==> src/rtl/core/pht_pkg.sv <==
// Shared types, codes and constants of the pad hit map table.
package pht_pkg;

  // Default sizes of the table and of the stored digit magnitude.
  localparam int unsigned TableDepthDef = 32768;
  localparam int unsigned DigitBitsDef  = 16;

  // Fixed field widths.
  localparam int unsigned CfgW   = 7;
  localparam int unsigned CoordW = 8;
  localparam int unsigned CmdW   = 3;
  localparam int unsigned DigitW = 16;
  localparam int unsigned HitW   = 17;
  // Signed raw cell address and unsigned table limit.
  localparam int unsigned RawW   = 18;
  localparam int unsigned LimW   = 17;

  typedef enum logic [CmdW-1:0] {
    CMD_SET    = 3'd0,
    CMD_DELETE = 3'd1,
    CMD_FLAG   = 3'd2,
    CMD_QUERY  = 3'd3,
    CMD_CLEAR  = 3'd4
  } cmd_e;

  typedef enum logic [1:0] {
    STAT_EMPTY  = 2'd0,
    STAT_UNUSED = 2'd1,
    STAT_USED   = 2'd2
  } status_e;

  typedef enum logic {
    REG_HALF_COLS = 1'b0,
    REG_HALF_ROWS = 1'b1
  } cfg_reg_e;

  typedef enum logic [1:0] {
    ST_CLEAR,
    ST_IDLE,
    ST_READ,
    ST_WRITE
  } state_e;

  // Access request to the cell memory.
  typedef struct packed {
    logic wr;
    logic rd;
  } mem_cmd_t;

  // Status of the current item's address.
  typedef struct packed {
    logic neg;
    logic in_range;
  } addr_info_t;

endpackage

==> src/rtl/core/pht_ctrl.sv <==
// Command sequencer: clear sweep, read-modify-write of one cell and result.
module pht_ctrl import pht_pkg::*; #(
  parameter int unsigned TABLE_DEPTH = TableDepthDef,
  parameter int unsigned DIGIT_BITS  = DigitBitsDef,
  parameter int unsigned AW          = $clog2(TABLE_DEPTH),
  parameter int unsigned WW          = DIGIT_BITS + 1
) (
  input  logic                   clk_i,
  input  logic                   rst_ni,
  input  logic                   start,
  output logic                   busy,
  input  logic [CmdW-1:0]        command_i,
  input  logic [DigitW-1:0]      digit_index_i,
  output logic                   load_o,
  input  addr_info_t             info_i,
  input  logic [AW-1:0]          cell_addr_i,
  output mem_cmd_t               mem_cmd_o,
  output logic [AW-1:0]          mem_addr_o,
  output logic [WW-1:0]          mem_wdata_o,
  input  logic [WW-1:0]          mem_rdata_i,
  output logic                   result_valid_o,
  output logic [1:0]             cell_status_o,
  output logic signed [HitW-1:0] hit_index_o,
  output logic                   in_range_o
);

  localparam logic [AW-1:0] LastAddr = AW'(TABLE_DEPTH - 1);
  localparam logic [32:0]   DigitMax = (33'd1 << DIGIT_BITS) - 33'd2;
  localparam int unsigned   XW       = (DIGIT_BITS > HitW) ? DIGIT_BITS : HitW;

  state_e                state_q, state_d;
  logic [AW-1:0]         cnt_q, cnt_d;
  logic                  pend_q, pend_d;
  cmd_e                  cmd_q, cmd_dec;
  logic [DIGIT_BITS-1:0] mag_set_q, mag_set_d;
  logic [32:0]           digit_ext, digit_sat;
  logic [WW-1:0]         new_word;
  logic [DIGIT_BITS-1:0] new_mag;
  logic [XW-1:0]         mag_x;
  logic                  emit, emit_clear;
  logic                  valid_q;
  status_e               status_q, status_d;
  logic [HitW-1:0]       hit_q, hit_d;
  logic                  inr_q;

  // Unknown command codes act as a query.
  assign cmd_dec = (command_i <= CMD_CLEAR) ? cmd_e'(command_i) : CMD_QUERY;

  // Saturate the digit so that digit+1 fits the stored magnitude.
  assign digit_ext = 33'(digit_index_i);
  assign digit_sat = (digit_ext > DigitMax) ? DigitMax : digit_ext;
  assign mag_set_d = DIGIT_BITS'(digit_sat + 33'd1);

  // New cell word from the command and the word read back; zero for a negative address.
  always_comb begin
    new_word = mem_rdata_i;
    unique case (cmd_q)
      CMD_SET:    new_word = {1'b0, mag_set_q};
      CMD_DELETE: new_word = '0;
      CMD_FLAG:   new_word = {1'b1, mem_rdata_i[DIGIT_BITS-1:0]};
      default:    new_word = mem_rdata_i;
    endcase
    if (info_i.neg) begin
      new_word = '0;
    end
  end

  assign new_mag = new_word[DIGIT_BITS-1:0];
  assign mag_x   = XW'(new_mag);

  // Sequencer: next state, memory access and result load.
  always_comb begin
    state_d     = state_q;
    cnt_d       = cnt_q;
    pend_d      = pend_q;
    load_o      = 1'b0;
    mem_cmd_o   = '0;
    mem_addr_o  = cell_addr_i;
    mem_wdata_o = new_word;
    emit        = 1'b0;
    emit_clear  = 1'b0;
    unique case (state_q)
      ST_CLEAR: begin
        mem_cmd_o.wr = 1'b1;
        mem_addr_o   = cnt_q;
        mem_wdata_o  = '0;
        cnt_d        = cnt_q + AW'(1);
        if (pend_q) begin
          emit       = 1'b1;
          emit_clear = 1'b1;
          pend_d     = 1'b0;
        end
        if (cnt_q == LastAddr) begin
          cnt_d   = '0;
          state_d = ST_IDLE;
        end
      end
      ST_IDLE: begin
        if (start) begin
          load_o = 1'b1;
          if (cmd_dec == CMD_CLEAR) begin
            pend_d  = 1'b1;
            state_d = ST_CLEAR;
          end else begin
            state_d = ST_READ;
          end
        end
      end
      ST_READ: begin
        mem_cmd_o.rd = !info_i.neg;
        state_d      = ST_WRITE;
      end
      ST_WRITE: begin
        mem_cmd_o.wr = !info_i.neg;
        emit         = 1'b1;
        state_d      = ST_IDLE;
      end
      default: state_d = ST_IDLE;
    endcase
  end

  // Result fields of the cell after the command.
  always_comb begin
    if (emit_clear || new_mag == '0) begin
      status_d = STAT_EMPTY;
      hit_d    = '1;
    end else begin
      status_d = new_word[WW-1] ? STAT_USED : STAT_UNUSED;
      hit_d    = mag_x[HitW-1:0] - HitW'(1);
    end
  end

  // Control state.
  always_ff @(posedge clk_i or negedge rst_ni) begin
    if (!rst_ni) begin
      state_q <= ST_CLEAR;
      cnt_q   <= '0;
      pend_q  <= 1'b0;
      valid_q <= 1'b0;
    end else begin
      state_q <= state_d;
      cnt_q   <= cnt_d;
      pend_q  <= pend_d;
      valid_q <= emit;
    end
  end

  // Captured command and result payload.
  always_ff @(posedge clk_i) begin
    if (load_o) begin
      cmd_q     <= cmd_dec;
      mag_set_q <= mag_set_d;
    end
    if (emit) begin
      status_q <= status_d;
      hit_q    <= hit_d;
      inr_q    <= info_i.in_range;
    end
  end

  assign busy           = (state_q != ST_IDLE);
  assign result_valid_o = valid_q;
  assign cell_status_o  = status_q;
  assign hit_index_o    = $signed(hit_q);
  assign in_range_o     = inr_q;

endmodule

==> config.mk <==
export PLATFORM = sky130hd
export DESIGN_NAME = pht_ctrl
export DESIGN_NICKNAME = d
export VERILOG_FILES = /design/src/rtl/core/pht_pkg.sv /design/src/rtl/core/pht_ctrl.sv
export SDC_FILE = /design/constraint.sdc
export NUM_CORES = 1
export LEC_CHECK = 0
export ABC_AREA = 1
export BUFFER_PORTS_ARGS = -buffer_cell sky130_fd_sc_hd__buf_2
export CAP_MARGIN = 20
export CORE_UTILIZATION = 48
export DETAILED_ROUTE_END_ITERATION = 8
export PLACE_DENSITY = 0.78
export SLEW_MARGIN = 15
export SYNTH_ARGS = -nofsm -noshare
export SYNTH_HDL_FRONTEND = slang
export SYNTH_SLANG_ARGS = --single-unit
==> constraint.sdc <==
create_clock -name clk_i -period 2.17 [get_ports clk_i]
set_input_delay 0.3255 -clock clk_i [delete_from_list [all_inputs] [get_ports clk_i]]
set_output_delay 0.3255 -clock clk_i [all_outputs]
set_load 0.01 [all_outputs]
---- Word-level counts from Yosys, hierarchy flattened ----
Index checks and enable logic that the tools add are counted.
cells by class
  mux-type cells .......................... 22
  magnitude comparators ................... 2
  bitwise gates (word level) .............. 0
  $mul .................................... 0
  equal/unequal tests ..................... 11
  div/mod/pow operators ................... 0
  add/subtract/negate cells ............... 3
  reductions and logical operators ........ 8
  shift operators ......................... 0
operator list
  kind                   number
  $pmux 17 s3            1
  $mux 17                2
  $mux 15                2
  $sub 16x1->17 const B  1
  $add 16x1->16 const B  1
  $gt 16x16->1 const B   1
  $logic_not 16->1       1
  $mux 16                1
  $add 15x1->15 const B  1
  $eq 15x15->1 const B   1
  $mux 2                 4
  $pmux 2 s4             1
  $mux 1                 7
  $ne 2x2->1 const B     3
  $pmux 1 s2             3
  $eq 2x2->1 const B     2
  $eq 3x1->1 const B     1
  $eq 3x2->1 const B     1
  $eq 3x3->1 const B     1
  $le 3x3->1 const B     1
  $logic_not 3->1        1
  $mux 3                 1
  $reduce_and 3->1       1
  $eq 2x1->1 const B     1
  other kinds (6)        6
storage, ports and cells
  output and inout port bits .............. 57
  memories kept ........................... 0
  bits of input ports ..................... 56
  flip-flop bits (word level) ............. 58
  RAM bits ................................ 0
  latch bits .............................. 0
  logic and storage cells ................. 55
  bits in read-only memories .............. 0

---- Depth between registers and ports, before layout ----
  depth after elaboration ................. 6
  depth in mapped cells ................... 14
  mapped depth without buffers ............ 13

---- Least setup slack after synthesis ----
Ideal clock, no wire load.
  path kind ............................... reg2reg
  from .................................... register cmd_q[1]
  to ...................................... register hit_q[15], in the netlist hit_index_o[15] (data pin)
  path buffers ............................ 2
  data required time ...................... 1.913 ns
  stages on the path, launching flop included .. 14
  library setup time ...................... 0.257 ns
  clock period less this slack ............ 2.272 ns
  arrival ................................. 2.015 ns
  setup slack ............................. -0.102 ns
  cells stage by stage .................... edfxtp_1 > nor2_4 > buf_6 > nand3_1 > a21oi_2 > inv_1 > ha_1 > inv_1 > nor2_1 > nand2_1 > nor2_2 > a21oi_4 > buf_12 > nand3_2
on the way
  cells in the longest elaborated chain, start to end .. 5
  elaborated cells between the ends (all ways) .. 8
ends and longest elaborated chain
  item                                                                   RTL line         source
  start, declared                                                        pht_ctrl.sv:34   cmd_e cmd_q, cmd_dec;
  start signal, assigned                                                 pht_ctrl.sv:151  cmd_q <= cmd_dec;
  $eq 3x2->1 (tied with other cells)                                     pht_ctrl.sv:57   unique case (cmd_q)
  $pmux 17 s3 *                                                          pht_ctrl.sv:57
  $mux 17 *                                                              pht_ctrl.sv:63   if (info_i.neg) begin
  parallel branches: the longest is 2 deep, another holds $sub 16x1->17  -
  end signal, assigned                                                   pht_ctrl.sv:156  hit_q <= hit_d;
  end, declared                                                          pht_ctrl.sv:43   logic [HitW-1:0] hit_q, hit_d;
Mark *: on every way between the ends.
A chain may end at the register's enable or synchronous reset.

---- Worst setup path after layout ----
  from .................................... register cmd_q[1]
  to ...................................... register hit_q[14], in the netlist hit_index_o[14] (data pin)
Same word-level chain as after synthesis.

==> metrics.cfg <==
[synthesis]
syn-cell-area_um2 = 3870
yosysWarnings = 0
synth_common_cells = 108 x nand2_1, 78 x nor2_1, 69 x inv_1
synth.area.top_cells = edfxtp_1 30%, dfrtp_1 12%, nand2_1 10%, nor2_1 7.6%, inv_1 6.7%
syn-num-nets = 562
synth_edf_count = 39
synth_top_area_share_pct = 30.2
yosysTopAreaCell = edfxtp_1
ys_types = 29
post_synth.cell_area_avg_um2 = 7.78
yosysSeqAreaShare_pct = 42.5
synth_most_common_cell = nand2_1
ys_ff_latch = 58
synthCells = 498
async_reset_ff_share_pct = 32.8
ys.flop_type = edfxtp_1

[timing]
setup_viol = 3
tightest_slew_ps = 562
rsz0062_at_grt = true
timing.final.ws_setup_ps = -7.61
drv_slew = 0
hold_viol = 0
whs_ps = 178
fmax_mhz = 459
finalCritPeriodShare_pct = 100
period_needed_ps = 2180
skew_ps = 7.13
slew_headroom_pct = 62.2

[cells_and_area]
syn_to_final_growth_pct = 28.2
n_fill_cell = 678
fin_nets = 690
diodes = 0
drive_above_1_share_pct = 32.3
final_cells = 733
seqCellArea_um2 = 1650
multi_input_area_um2 = 1930
utilization_pct = 63.9

[cts]
cts_buffer_depth = 2
cts_sinks = 58
clkSlewWorstSetupHoldPaths_ps = 70
numCtsBuffers = 9
cts_root_buf = clkbuf_8
tritoncts = built
cts-htree-levels = 3
insertion_delay_ps = 330

[min_path]
hold_class = in -> reg

[worst_setup_path]
path_cells = nor2_4 > nand3_2 > a21oi_4 > inv_2 > ha_4 > inv_4 > nor2_4 > nand2_4 > nor2_4 > a21oi_4 > clkbuf_16 > nand3_2
cp.arrival_ps = 2270
critical_path_class = reg -> reg
worst_setup_path_start_kind = flop
cp-end-kind = flop
cpMaxStageDelayCell = edfxtp_1
crit_path_max_fanout = 6
max_stage_delay_ps = 440
cpMostUsedCell = nor2_4
critPathRequiredTime_ps = 2260

[job]
cap_violations = 0

[placement]
portBuffers = 112
gp_congestion = 0.943
hpwl_um = 7110
dp_cells = 710

[route]
vias_per_cell = 5.02
via_count = 3680
drcViolationCount = 0
drt_pass1_iterations = 4
drt-wirelength-per-cell_um = 12.6
drtAntennaViolNets = 0
drt-total-wl_um = 9260
first_iter_violations = 179

[floorplan]
start_util_pct = 49.9
io_pins = 113
core-area_um2 = 7770
rows = 32
dieArea_um2 = 8430
die_x_um = 91.8
die_h_um = 91.8

[power]
total_power_mw = 2.54
p_leak_nw = 2.43
vdd_drop_max_mv = 0.254
powerDensity_nw_per_um2 = 511

[status]
violations = negative setup slack
status = finished, violations left

[global_routing]
grt_pass1_wl_um = 14600
antenna_found_initial = 0
grtUsageTotal_pct = 21.9
gr-total-overflow = 0
grt_pass1_vias = 3385
grt_max_degree = 34

## where the power goes
part	switching (mW)	internal, mW	leakage (nW)
logic	0.177	0.117	1.70
clock network	0.400	0.657	0.110
registers	0	1.19	0.615
total	0.577	1.96	2.43
## cells by family (layout without fill, tap and decap cells)
group | after synthesis | count (layout) | share of synthesized area (%)
flip-flops | 58 | 58 | 42.5
AO/OA/AOI/OAI | 35 | 35 | 5.04
adder cells (fa/ha/maj) | 8 | 8 | 2.58
buffers and inverters | 86 | 219 | 9.92
XOR/XNOR | 23 | 23 | 5.20
AND/OR/NAND/NOR | 288 | 288 | 34.7
## repair_timing
action	in CTS	in global routing
pin swaps	0	8
hold endpoints to repair	19	0
cloned	0	1
hold buffers	1	0
gates resized for setup	2	19
setup buffers	0	5
setup endpoints to repair	16	36
## area by class of cell
| cell class | count | share of cell area, % |
|---|---|---|
| Clock buffer | 15 | 3.75 |
| Clock inverter | 1 | 0.605 |
| Inverter | 72 | 5.49 |
| Multi-Input combinational cell | 354 | 39.0 |
| Sequential cell | 58 | 33.2 |
| Tap cell | 102 | 2.57 |
| Timing Repair Buffer | 131 | 15.5 |
## worst max-delay path, delay by kind of cell, from the launching register on
| kind | cells | cell delay (ps) |
|---|---|---|
| simple gates | 6 | 580 |
| compound gates | 2 | 410 |
| flops | 1 | 440 |
| buf+inv | 3 | 340 |
| fa+ha+maj | 1 | 160 |
## flip-flops by register name, indices dropped and copies added (netlist names)
register / flops
hit_index_o: 17
cnt_q: 15
cell_status_o: 2
pend_q: 1
state_q: 2
result_valid_o: 1
in_range_o: 1
cmd_q: 3
mag_set_q: 16
## metal layers
layer,global-route usage [%],vias up,routed length [um]
met2,36.0,128,4490
li1,-,1856,-
met3,3.07,29,462
met4,12.4,0,280
met1,27.8,1667,4030
met5,0,-,0
## stage by stage
step                area [um2]  TNS [ps]  worst slack, ps
detailed placement        4590         0             8.82
global placement          4590         0              101
CTS                       4830         0             21.9
finish                    4970     -14.0            -7.61
global route              4970     -1320             -105
floorplan                 3890         0             14.5
## final timing paths
check | cells past startpoint | endpoint | slack [ps] | start
setup reg to reg | 12 | hit_index_o[14] | -8 | cmd_q[1]
max in group asynchronous | 2 | cnt_q[2] | 1400 | rst_ni
min in group asynchronous | 2 | cnt_q[13] | 460 | rst_ni
hold reg to reg | 2 | pend_q | 530 | pend_q
hold / removal | 1 | in_range_o | 180 | info_i[0]
setup / recovery | 12 | hit_index_o[14] | -8 | cmd_q[1]
## layout by cell type, fill, tap and decap left out, drive strengths merged, types with 2 or more instances in the layout
cell type  count
buf          129
nand2        124
nor2          86
inv           72
nand3         52
edfxtp        39
o21ai         25
dfrtp         19
xor2          18
clkbuf        16
nand4         10
nor3          10
a21oi          8
ha             8
xnor2          5
nor4           3
or2            2
No activity file was read; power rests on OpenSTA's default activity.
