File: config.mk
export PLATFORM = sky130hd
export DESIGN_NAME = pht_addr
export DESIGN_NICKNAME = d
export VERILOG_FILES = /design/src/rtl/core/pht_pkg.sv /design/src/rtl/core/pht_addr.sv
export SDC_FILE = /design/constraint.sdc
export NUM_CORES = 1
export LEC_CHECK = 0
export BUFFER_PORTS_ARGS = -buffer_cell sky130_fd_sc_hd__buf_2
export CAP_MARGIN = 0
export CORE_ASPECT_RATIO = 1.4
export CORE_MARGIN = 3
export CORE_UTILIZATION = 25
export DETAILED_ROUTE_END_ITERATION = 8
export SYNTH_ARGS = -nofsm -noshare
export SYNTH_HDL_FRONTEND = slang
export SYNTH_SLANG_ARGS = --single-unit
export TNS_END_PERCENT = 1
File: constraint.sdc
create_clock -name clk_i -period 9.2 [get_ports clk_i]
set_clock_uncertainty 0.15 [all_clocks]
set_input_delay 1.84 -clock clk_i [delete_from_list [all_inputs] [get_ports clk_i]]
set_output_delay 1.84 -clock clk_i [all_outputs]
set_load 0.05 [all_outputs]
File: src/rtl/core/pht_pkg.sv
// Shared types, codes and constants of the pad hit map table.
package pht_pkg;

  // Default sizes of the table and of the stored digit magnitude.
  localparam int unsigned TableDepthDef = 32768;
  localparam int unsigned DigitBitsDef  = 16;

  // Fixed field widths.
  localparam int unsigned CfgW   = 7;
  localparam int unsigned CoordW = 8;
  localparam int unsigned CmdW   = 3;
  localparam int unsigned DigitW = 16;
  localparam int unsigned HitW   = 17;
  // Signed raw cell address and unsigned table limit.
  localparam int unsigned RawW   = 18;
  localparam int unsigned LimW   = 17;

  typedef enum logic [CmdW-1:0] {
    CMD_SET    = 3'd0,
    CMD_DELETE = 3'd1,
    CMD_FLAG   = 3'd2,
    CMD_QUERY  = 3'd3,
    CMD_CLEAR  = 3'd4
  } cmd_e;

  typedef enum logic [1:0] {
    STAT_EMPTY  = 2'd0,
    STAT_UNUSED = 2'd1,
    STAT_USED   = 2'd2
  } status_e;

  typedef enum logic {
    REG_HALF_COLS = 1'b0,
    REG_HALF_ROWS = 1'b1
  } cfg_reg_e;

  typedef enum logic [1:0] {
    ST_CLEAR,
    ST_IDLE,
    ST_READ,
    ST_WRITE
  } state_e;

  // Access request to the cell memory.
  typedef struct packed {
    logic wr;
    logic rd;
  } mem_cmd_t;

  // Status of the current item's address.
  typedef struct packed {
    logic neg;
    logic in_range;
  } addr_info_t;

endpackage

File: src/rtl/core/pht_addr.sv
// Configuration registers, table limit and cell address generation.
module pht_addr import pht_pkg::*; #(
  parameter int unsigned TABLE_DEPTH = TableDepthDef,
  parameter int unsigned AW          = $clog2(TABLE_DEPTH)
) (
  input  logic                     clk_i,
  input  logic                     rst_ni,
  input  logic                     cfg_we_i,
  input  logic                     cfg_idx_i,
  input  logic [CfgW-1:0]          cfg_data_i,
  input  logic                     load_i,
  input  logic signed [CoordW-1:0] pad_x_i,
  input  logic signed [CoordW-1:0] pad_y_i,
  output addr_info_t               info_o,
  output logic [AW-1:0]            cell_addr_o
);

  localparam logic [LimW-1:0] DepthL = LimW'(TABLE_DEPTH);

  logic [CfgW-1:0]        hc_q, hr_q;
  logic [15:0]            area;
  logic [LimW-1:0]        limit_full, limit_d, limit_q;
  logic signed [9:0]      xs, rows2, ys;
  logic signed [19:0]     prod;
  logic signed [RawW-1:0] raw_d, raw_q;
  logic [CoordW-1:0]      ax, ay;
  logic                   inr_d, inr_q;
  logic                   at_limit;
  logic [LimW-1:0]        sel;

  // Configuration registers.
  always_ff @(posedge clk_i or negedge rst_ni) begin
    if (!rst_ni) begin
      hc_q <= CfgW'(1);
      hr_q <= CfgW'(1);
    end else if (cfg_we_i) begin
      unique case (cfg_reg_e'(cfg_idx_i))
        REG_HALF_COLS: hc_q <= cfg_data_i;
        REG_HALF_ROWS: hr_q <= cfg_data_i;
      endcase
    end
  end

  // Table limit 4*(hc+1)*(hr+1) + 2*hr, capped at the table depth.
  assign area       = (16'(hc_q) + 16'd1) * (16'(hr_q) + 16'd1);
  assign limit_full = LimW'({area, 2'b00}) + LimW'({hr_q, 1'b0});
  assign limit_d    = (limit_full > DepthL) ? DepthL : limit_full;

  always_ff @(posedge clk_i) begin
    limit_q <= limit_d;
  end

  // Raw address 2*hr*(x+hc) + (y+hr); neighboring rows alias on purpose.
  assign xs    = $signed({{2{pad_x_i[CoordW-1]}}, pad_x_i}) + $signed({3'b000, hc_q});
  assign rows2 = $signed({2'b00, hr_q, 1'b0});
  assign prod  = 20'(xs) * 20'(rows2);
  assign ys    = $signed({{2{pad_y_i[CoordW-1]}}, pad_y_i}) + $signed({3'b000, hr_q});
  assign raw_d = RawW'(prod) + RawW'(ys);

  // Coordinate bounds check.
  assign ax    = pad_x_i[CoordW-1] ? (~pad_x_i + 8'd1) : pad_x_i;
  assign ay    = pad_y_i[CoordW-1] ? (~pad_y_i + 8'd1) : pad_y_i;
  assign inr_d = (ax <= {1'b0, hc_q}) && (ay <= {1'b0, hr_q});

  always_ff @(posedge clk_i) begin
    if (load_i) begin
      raw_q <= raw_d;
      inr_q <= inr_d;
    end
  end

  // Clamp to the last cell below the limit.
  assign at_limit    = raw_q >= $signed({1'b0, limit_q});
  assign sel         = at_limit ? (limit_q - LimW'(1)) : raw_q[LimW-1:0];
  assign cell_addr_o = sel[AW-1:0];

  assign info_o.neg      = raw_q[RawW-1];
  assign info_o.in_range = inr_q;

endmodule

* Word-level counts from Yosys, hierarchy flattened
Index checks and enable logic that the tools add are counted.
Widths: inputs -> output; s select.
** Operators by class
- Muxes and demuxes :: 3
- Shift-type cells :: 0
- $mul :: 2
- Div/mod/pow operators :: 0
- Eq/ne operators :: 0
- Reduce and logical (&&, ||, !) cells :: 3
- Add/sub/neg operators :: 9
- $lt $le $gt $ge :: 4
- Bitwise operators :: 3
** Operator list (count)
- $add 18x9->18 :: 1
- $add 8x8->9 :: 2
- $ge 18x18->1 :: 1
- $add 17x8->17 :: 1
- $gt 17x16->1 const B :: 1
- $mul 9x8->17 :: 1
- $add 7x1->8 const B :: 2
- $add 8x1->8 const B :: 2
- $le 8x7->1 :: 2
- $mux 8 :: 2
- $not 8->8 :: 2
- $mul 8x8->15 :: 1
- $mux 15 :: 1
- $sub 15x1->15 const B :: 1
- $reduce_and 2->1 :: 2
- $logic_and 1x1->1 :: 1
- $not 1->1 :: 1
** Storage, ports and cells
- Input bits :: 28
- Memory bits (writable) :: 0
- Register bits :: 50
- Latch bits :: 0
- Memory bits (read-only) :: 0
- Memories :: 0
- Logic and storage cells :: 29

* Depth between registers and ports, before layout
Gate-level depths: netlist of run 1.
- Word-level depth :: 5
- Mapped depth :: 34
- Mapped depth without buffers :: 34

* Worst setup path after synthesis of run 1
No wires, ideal clock.
- Kind :: input -> register
- From :: in pad_x_i[0]
- To :: reg raw_q[15] (data pin)
- Arrival :: 7.992 ns
- Required time :: 8.792 ns
- Path slack :: 0.799 ns
- Stages on the path :: 32
- Buffers on the path :: 0
- Library setup time :: 0.258 ns
- Path through :: ha_1 inv_1 fa_1 nor2b_1 o21ai_0 a21boi_0 nor2_1 and2_1 fa_1 inv_1 fa_1 inv_1 fa_1 inv_1 fa_1 inv_1 ha_1 inv_1 o21ai_0 a21oi_1 nor2b_1 o21a_1 nor2_1 xnor2_1 ha_1 ha_1 or3_1 a211oi_1 nor2_1 a21o_1 a21oi_1 xnor2_1
** On the way
- Longest elaborated chain between the ends :: 3
** Ends and longest elaborated chain
- start, declared :: RTL line pht_addr.sv:12 : input logic signed [CoordW-1:0] pad_x_i,
- $add 8x8->9 :: RTL line pht_addr.sv:54 : assign xs = $signed({{2{pad_x_i[CoordW-1]}}, pad_x_i}) + $signed({3'b000, hc_q});
- $mul 9x8->17 :: RTL line pht_addr.sv:56 : assign prod = 20'(xs) * 20'(rows2);
- $add 18x9->18 :: RTL line pht_addr.sv:58 : assign raw_d = RawW'(prod) + RawW'(ys);
- named net raw_d[15] :: RTL line pht_addr.sv:25 : logic signed [RawW-1:0] raw_d, raw_q;
- end signal, assigned :: RTL line pht_addr.sv:67 : raw_q <= raw_d;
- end, declared :: RTL line pht_addr.sv:25
The timed path passes the listed nets, and every way through them passes these cells.
A chain may end at the register's enable or synchronous reset.

* Worst setup path after layout of run 1
Same ends and word-level chain as after synthesis.

==> out/summary.md, run 1 <==
• **detailed placer's ending HPWL** 19.6 mm
• **wire length of the first global-routing pass** 38.6 mm
• **fraction of final layout cells sized beyond drive strength 1** 10.1%
• **router iterations before antenna repair** 4
• **maximum net fanout on the critical path** 7
• **cell count of the worst hold path** 2
• **Residual DRC** 0
• **compound-cell area share of the yosys netlist** 10.6%
• **number of max-cap violations** 0
• **Die Span Y** 235 um
• **end point of the most critical hold path** hc_q[6]
• **Via-to-Cell Ratio** 4.56
• **final worst setup slack** 0.639 ns
• **Post-layout nets** 1,374
• **maximum buffer depth of the clock tree** 2
• **Total Die Area** 40,000 um2
• **transition time at the pin with the least slew margin** 0.869 ns
• **Clock Root Buffer** clkbuf_16
• **pin count of the biggest net entering global routing** 24
• **sequential-to-total area share from yosys stat** 13.2%
• **flip-flop and latch count after synthesis** 49
• **H-tree Lvls** 2
• **worst path required time** 9.11 ns
• **Gate Count Post-Synth** 1,069
• **Rows** 83
• **Final Wtd Congestion** 0.869
• **worst reg2reg path endpoint** raw_q[15]
• **Die W** 170 um
• **async set or reset register ratio after synthesis** 28.6%
• **TritonCTS clock tree** built
• **cell taking the most area after synthesis** ha_1
• **Setup Buffers After CTS** 0
• **Synth Area in Adders** 39.3%
• **Post-Route Utilization** 28.0%
• **DRC violation total after the first TritonRoute iteration** 166
• **total of buffers placed on input and output ports** 44
• **FF-to-FF Start** hc_q[0]
• **top area cells in the synthesized netlist** ha_1 (20%), fa_1 (19%), inv_1 (7.9%), xnor2_1 (6.6%), edfxtp_1 (6.1%)
• **critical path buffer and inverter count** 7
• **proportion of netlist area held by the largest area contributor** 19.9%
• **count of different cell masters after synthesis** 67
• **CP endpoint kind** flop
• **effective utilization at floorplan** 25.5%
• **final clock period utilization by the worst path** 93.0%
• **type of the worst setup path** input port to flop
• **post-synthesis share of cell area spent on and, or, nand and nor gates** 16.1%
• **sum of overflow across all layers after global routing** 0
• **clock latency at the later pin of the worst-skew pair** 0.30 ns
• **Worst setup SP type** input port
• **class of the tightest hold or removal check** flop to flop
• **pre-CTS WS** 0.0744 ns
• **Area Overhead vs Synth** 9.74%
• **hold-fix buffers at CTS** 0
• **xor/xnor share of the synthesized area** 9.19%
• **maximum clock frequency** 0.117 GHz
• **mux share of post-synthesis cell area** 2.72%
• **master of the slowest instance on the critical path** fa_1
• **minimum period implied by the final worst setup slack** 8.56 ns
• **Avg Cell Area, Syn** 8.78 um2
• **vias in the first global route** 7,957
• **run status** completed
• **floorplan core area** 36,900 um2
• **number of warnings reported in the yosys synthesis log** 0
• **total negative setup slack** 0 ns
• **Max-slew headroom** 41.3%
• **final hold vios** 0
• **clock-pin slew reported for the worst setup and hold paths after clock tree synthesis** 0.07 ns
• **clock buffer count from CTS** 5
• **Post-Route WL** 22.6 mm
• **internal reg-to-reg setup slack** 1.48 ns
• **most used standard cell by instance count after synthesis** inv_1
• **dominant combinational cell family by area after synthesis** adder cells
• **number of sinks driven by the clock tree** 49
• **detail-routed net length per standard cell** 14.3 um
• **most frequent cell on the critical path** inv_1
• **Overall Global Routing Usage** 11.9%
• **final number of max-transition violations** 0
• **largest stage delay on the critical path** 0.54 ns
• **Cell Area, Synth** 9390 um2
• **start point of the worst hold path** hc_q[6]
• **worst-case reg-to-reg path depth** 32
• **total via count in the routed design** 7,179
• **count of instances resized after the clock tree is built** 0
• **gate family responsible for the most delay along the worst path** adder cells
• **Cell Count Post-Placement** 1,566
• **post-route antenna net violation count** 0
• **crit path DAT** 8.47 ns
• **antenna violations before repair** 1
• **number of standard cells in the final layout excluding fillers** 1,575
• **total nets after synthesis** 1,337
• **ranking of synthesized cells by instance count** inv_1 (197), ha_1 (149), fa_1 (91), nor2_1 (91), xnor2_1 (71)
• **Most used DFF post-synth** edfxtp_1
• **setup repair after global routing missed its margin** no
• **IO Count** 45
• **count of flip-flops with a built-in enable after synthesis** 19
• **final-report setup violation count** 0
-- registers in the layout, summed over array words and instances, names as in the netlist --
| name | cells |
|---|---|
| hc_q | 7 |
| hr_q | 7 |
| inr_q | 1 |
| limit_q | 16 |
| raw_q | 18 |
-- logic make-up (layout without fill, tap and decap cells) --
group	Yosys count	count (layout)
AO/OA/AOI/OAI	150	150
XOR/XNOR	96	96
adder cells (fa/ha/maj)	240	240
buffers and inverters	216	254
flip-flops	49	49
multiplexers	23	23
other	1	2
AND/OR/NAND/NOR	294	294
-- how the worst max path moves through the flow --
stage / cells past startpoint / end / start
3_5_place_dp: 33 / raw_q[15] / pad_x_i[0]
5_1_grt: 34 / raw_q[17] / pad_x_i[0]
6_report: 33 / raw_q[15] / pad_x_i[0]
4_1_cts: 33 / raw_q[15] / pad_x_i[0]
3_3_place_gp: 33 / raw_q[15] / pad_x_i[0]
2_1_floorplan: 32 / raw_q[15] / pad_x_i[0]
-- worst register-to-register path: cells and delay by family (launching register included) --
kind	cells	cell delay, ns
compound gates	8	1.32
xor+xnor	2	0.21
fa+ha+maj	9	3.54
simple gates	7	1.20
flops	1	0.73
buf+inv	6	0.34
-- cell usage in the layout, fill, tap and decap left out, types with 19 or more instances in the layout --
master / n
inv_1: 197
ha_1: 149
nor2_1: 91
fa_1: 91
xnor2_1: 71
nand2_1: 48
buf_2: 44
and2_1: 39
a21oi_1: 38
o21ai_0: 35
xor2_1: 22
a21o_1: 21
mux2_2: 20
nand3_1: 19
edfxtp_1: 19
-- metrics by stage --
step           instance area (um2)  hold WS (ns)
4_1_cts                      10300         0.508
6_report                     10300         0.507
5_1_grt                      10300         0.556
3_5_place_dp                 10100         0.498
3_3_place_gp                 10100         0.502
2_1_floorplan                 9390         0.438
-- layout make-up --
| cell class | instances | area (um2) |
|---|---|---|
| multi-input combinational | 804 | 7330 |
| sequential | 49 | 1240 |
| clock inverter | 3 | 26.3 |
| fill | 3887 | 26600 |
| inverter | 197 | 739 |
| tap | 467 | 584 |
| antenna | 1 | 2.50 |
| clock buffer | 5 | 125 |
| timing repair buffer | 49 | 258 |
-- per-layer routing --
layer / share of wire (%) / vias to the layer above / track usage (%)
li1: - / 3570 / -
met1: 35 / 3483 / 11.3
met2: 60 / 89 / 25.4
met3: 1.5 / 37 / 0.806
met4: 3.4 / 0 / 4.79
met5: 0 / - / 0
Power of run 1 is left out: the tool's default activity adds up to more than one toggle a clock period on the data nets, which glitch-free logic cannot reach.
==> run 2: changes to the inputs <==
Settings changed: REMOVE_ABC_BUFFERS set to 1.
==> out/summary.md, run 2 (same netlist as run 1, synthesis figures left out) <==
• **transition time at the pin with the least slew margin** 0.813 ns, was 0.869 ns
• **post-placement cell area** 10,200 um2, was 10,100 um2
• **most frequent cell on the critical path** inv_1, unchanged
• **largest stage delay on the critical path** 0.54 ns, about the same
• **Die W** 170 um, unchanged
• **area of all placed cells without fillers** 10,300 um2, about the same
• **number of sinks driven by the clock tree** 49, unchanged
• **end point of the most critical hold path** hc_q[6], unchanged
• **H-tree Lvls** 2, unchanged
• **run status** completed, unchanged
• **total of buffers placed on input and output ports** 44, unchanged
• **TritonCTS clock tree** built, unchanged
• **Area Overhead vs Synth** 9.79%, was 9.74%
• **final clock period utilization by the worst path** 94.0%, was 93.0%
• **class of the tightest hold or removal check** flop to flop, unchanged
• **Final Wtd Congestion** 0.865, was 0.869
• **final hold vios** 0, unchanged
• **Residual DRC** 0, unchanged
• **vias in the first global route** 7,770, was 7,957
• **type of the worst setup path** input port to flop, unchanged
• **Clock Root Buffer** clkbuf_16, unchanged
• **total via count in the routed design** 7,247, was 7,179
• **startpoint of the worst setup timing path** pad_x_i[1], was pad_x_i[0]
• **maximum clock frequency** 0.116 GHz, was 0.117 GHz
• **total negative setup slack** 0 ns, unchanged
• **worst path required time** 9.11 ns, about the same
• **floorplan core area** 36,900 um2, unchanged
• **Die Span Y** 235 um, unchanged
• **minimum period implied by the final worst setup slack** 8.65 ns, was 8.56 ns
• **final number of max-transition violations** 0, unchanged
• **Post-Route WL** 22.6 mm, about the same
• **Rows** 83, unchanged
• **number of standard cells in the final layout excluding fillers** 1,577, was 1,575
• **Max-slew headroom** 45.1%, was 41.3%
• **Cell Count Post-Placement** 1,568, was 1,566
• **Post-Route Utilization** 28.0%, about the same
• **setup repair after global routing missed its margin** no, unchanged
• **fraction of final layout cells sized beyond drive strength 1** 10.1%, about the same
• **effective utilization at floorplan** 25.5%, unchanged
• **wire length of the first global-routing pass** 37.8 mm, was 38.6 mm
• **IO Count** 45, unchanged
• **number of max-cap violations** 0, unchanged
• **clock latency at the later pin of the worst-skew pair** 0.30 ns, about the same
• **worst-case reg-to-reg path depth** 32, unchanged
• **antenna violations before repair** 1, unchanged
• **post-route antenna net violation count** 0, unchanged
• **worst reg2reg path endpoint** raw_q[17], was raw_q[15]
• **Worst setup SP type** input port, unchanged
• **detailed placer's ending HPWL** 19.6 mm, about the same
• **pin count of the biggest net entering global routing** 24, unchanged
• **cell count of the worst hold path** 2, unchanged
• **DRC violation total after the first TritonRoute iteration** 187, was 166
• **CP endpoint kind** flop, unchanged
• **start point of the worst hold path** hc_q[6], unchanged
• **internal reg-to-reg setup slack** 1.45 ns, was 1.48 ns
• **clock-pin slew reported for the worst setup and hold paths after clock tree synthesis** 0.07 ns, about the same
• **Via-to-Cell Ratio** 4.60, was 4.56
• **detail-routed net length per standard cell** 14.3 um, about the same
• **sum of overflow across all layers after global routing** 0, unchanged
• **Overall Global Routing Usage** 11.8%, was 11.9%
• **most frequent cells in the layout** inv_1 (197), ha_1 (149), nor2_1 (91), fa_1 (91), xnor2_1 (70), was inv_1 (197), ha_1 (149), nor2_1 (91), fa_1 (91), xnor2_1 (71)
• **FF-to-FF Start** hc_q[0], unchanged
• **most common cell after layout, fill and taps aside** inv_1, unchanged
• **Post-layout nets** 1,376, was 1,374
• **router iterations before antenna repair** 5, was 4
• **master of the slowest instance on the critical path** fa_1, unchanged
• **most flop-heavy register** raw_q, unchanged
• **maximum net fanout on the critical path** 7, unchanged
• **Largest register FFs** 18, unchanged
• **clock buffer count from CTS** 5, unchanged
• **crit path DAT** 8.56 ns, was 8.47 ns
• **final-report setup violation count** 0, unchanged
• **Total Die Area** 40,000 um2, unchanged
• **Largest regs** raw_q x18, limit_q x16, unchanged
• **maximum buffer depth of the clock tree** 2, unchanged
• **Setup Buffers After CTS** 0, unchanged
• **Fill cells** 3,852, was 3,887
-- run 2: timing repair --
| action | 4_1_cts | 5_1_grt |
|---|---|---|
| hold buffers | 0 | 0 |
| gates resized for setup | 0 | 2 |
| setup endpoints to repair | 0 | 1 |
-- run 2: cell type report --
| cell class | instances | area, um2 | share of cell area, % |
|---|---|---|---|
| diodes | 1 | 2.50 | 0.0243 |
| clock buffers | 6 | 129 | 1.25 |
| clock inverters | 2 | 13.8 | 0.133 |
| inverters | 197 | 739 | 7.17 |
| multi-input cells | 804 | 7320 | 71.0 |
| flip-flops and latches | 49 | 1240 | 12.1 |
| well taps | 467 | 584 | 5.67 |
| repair buffers | 51 | 273 | 2.65 |
-- run 2: routing by layer --
metal  vias up  routed length, um  global-route usage (%)
li1       3578                  -                       -
met1      3547               7890                    11.1
met2        81              13500                    24.9
met3        41                264                   0.672
met4         0                962                    5.31
met5         -                  0                       0
-- run 2: through the flow --
step	hold slack [ns]	worst slack [ns]
2_1_floorplan	0.438	0.799
3_3_place_gp	0.492	0.265
3_5_place_dp	0.497	0.206
4_1_cts	0.506	0.521
5_1_grt	0.556	0.0107
6_report	0.500	0.549
-- run 2: critical path: cells and delay by family --
kind                     cells  cell delay (ns)
AO/OA/AOI/OAI               10             1.87
XOR/XNOR                     4             0.54
adder cells (fa/ha/maj)      8             3.14
buffers and inverters        6             0.39
AND/OR/NAND/NOR              4             0.78
-- run 2: how the worst max path moves through the flow --
stage           endpoint  slack [ns]
2_1_floorplan  raw_q[15]        0.80
3_3_place_gp   raw_q[15]        0.26
3_5_place_dp   raw_q[17]        0.21
4_1_cts        raw_q[17]        0.52
5_1_grt        raw_q[17]        0.01
6_report       raw_q[17]        0.55
Power of run 2 is left out for the same reason.
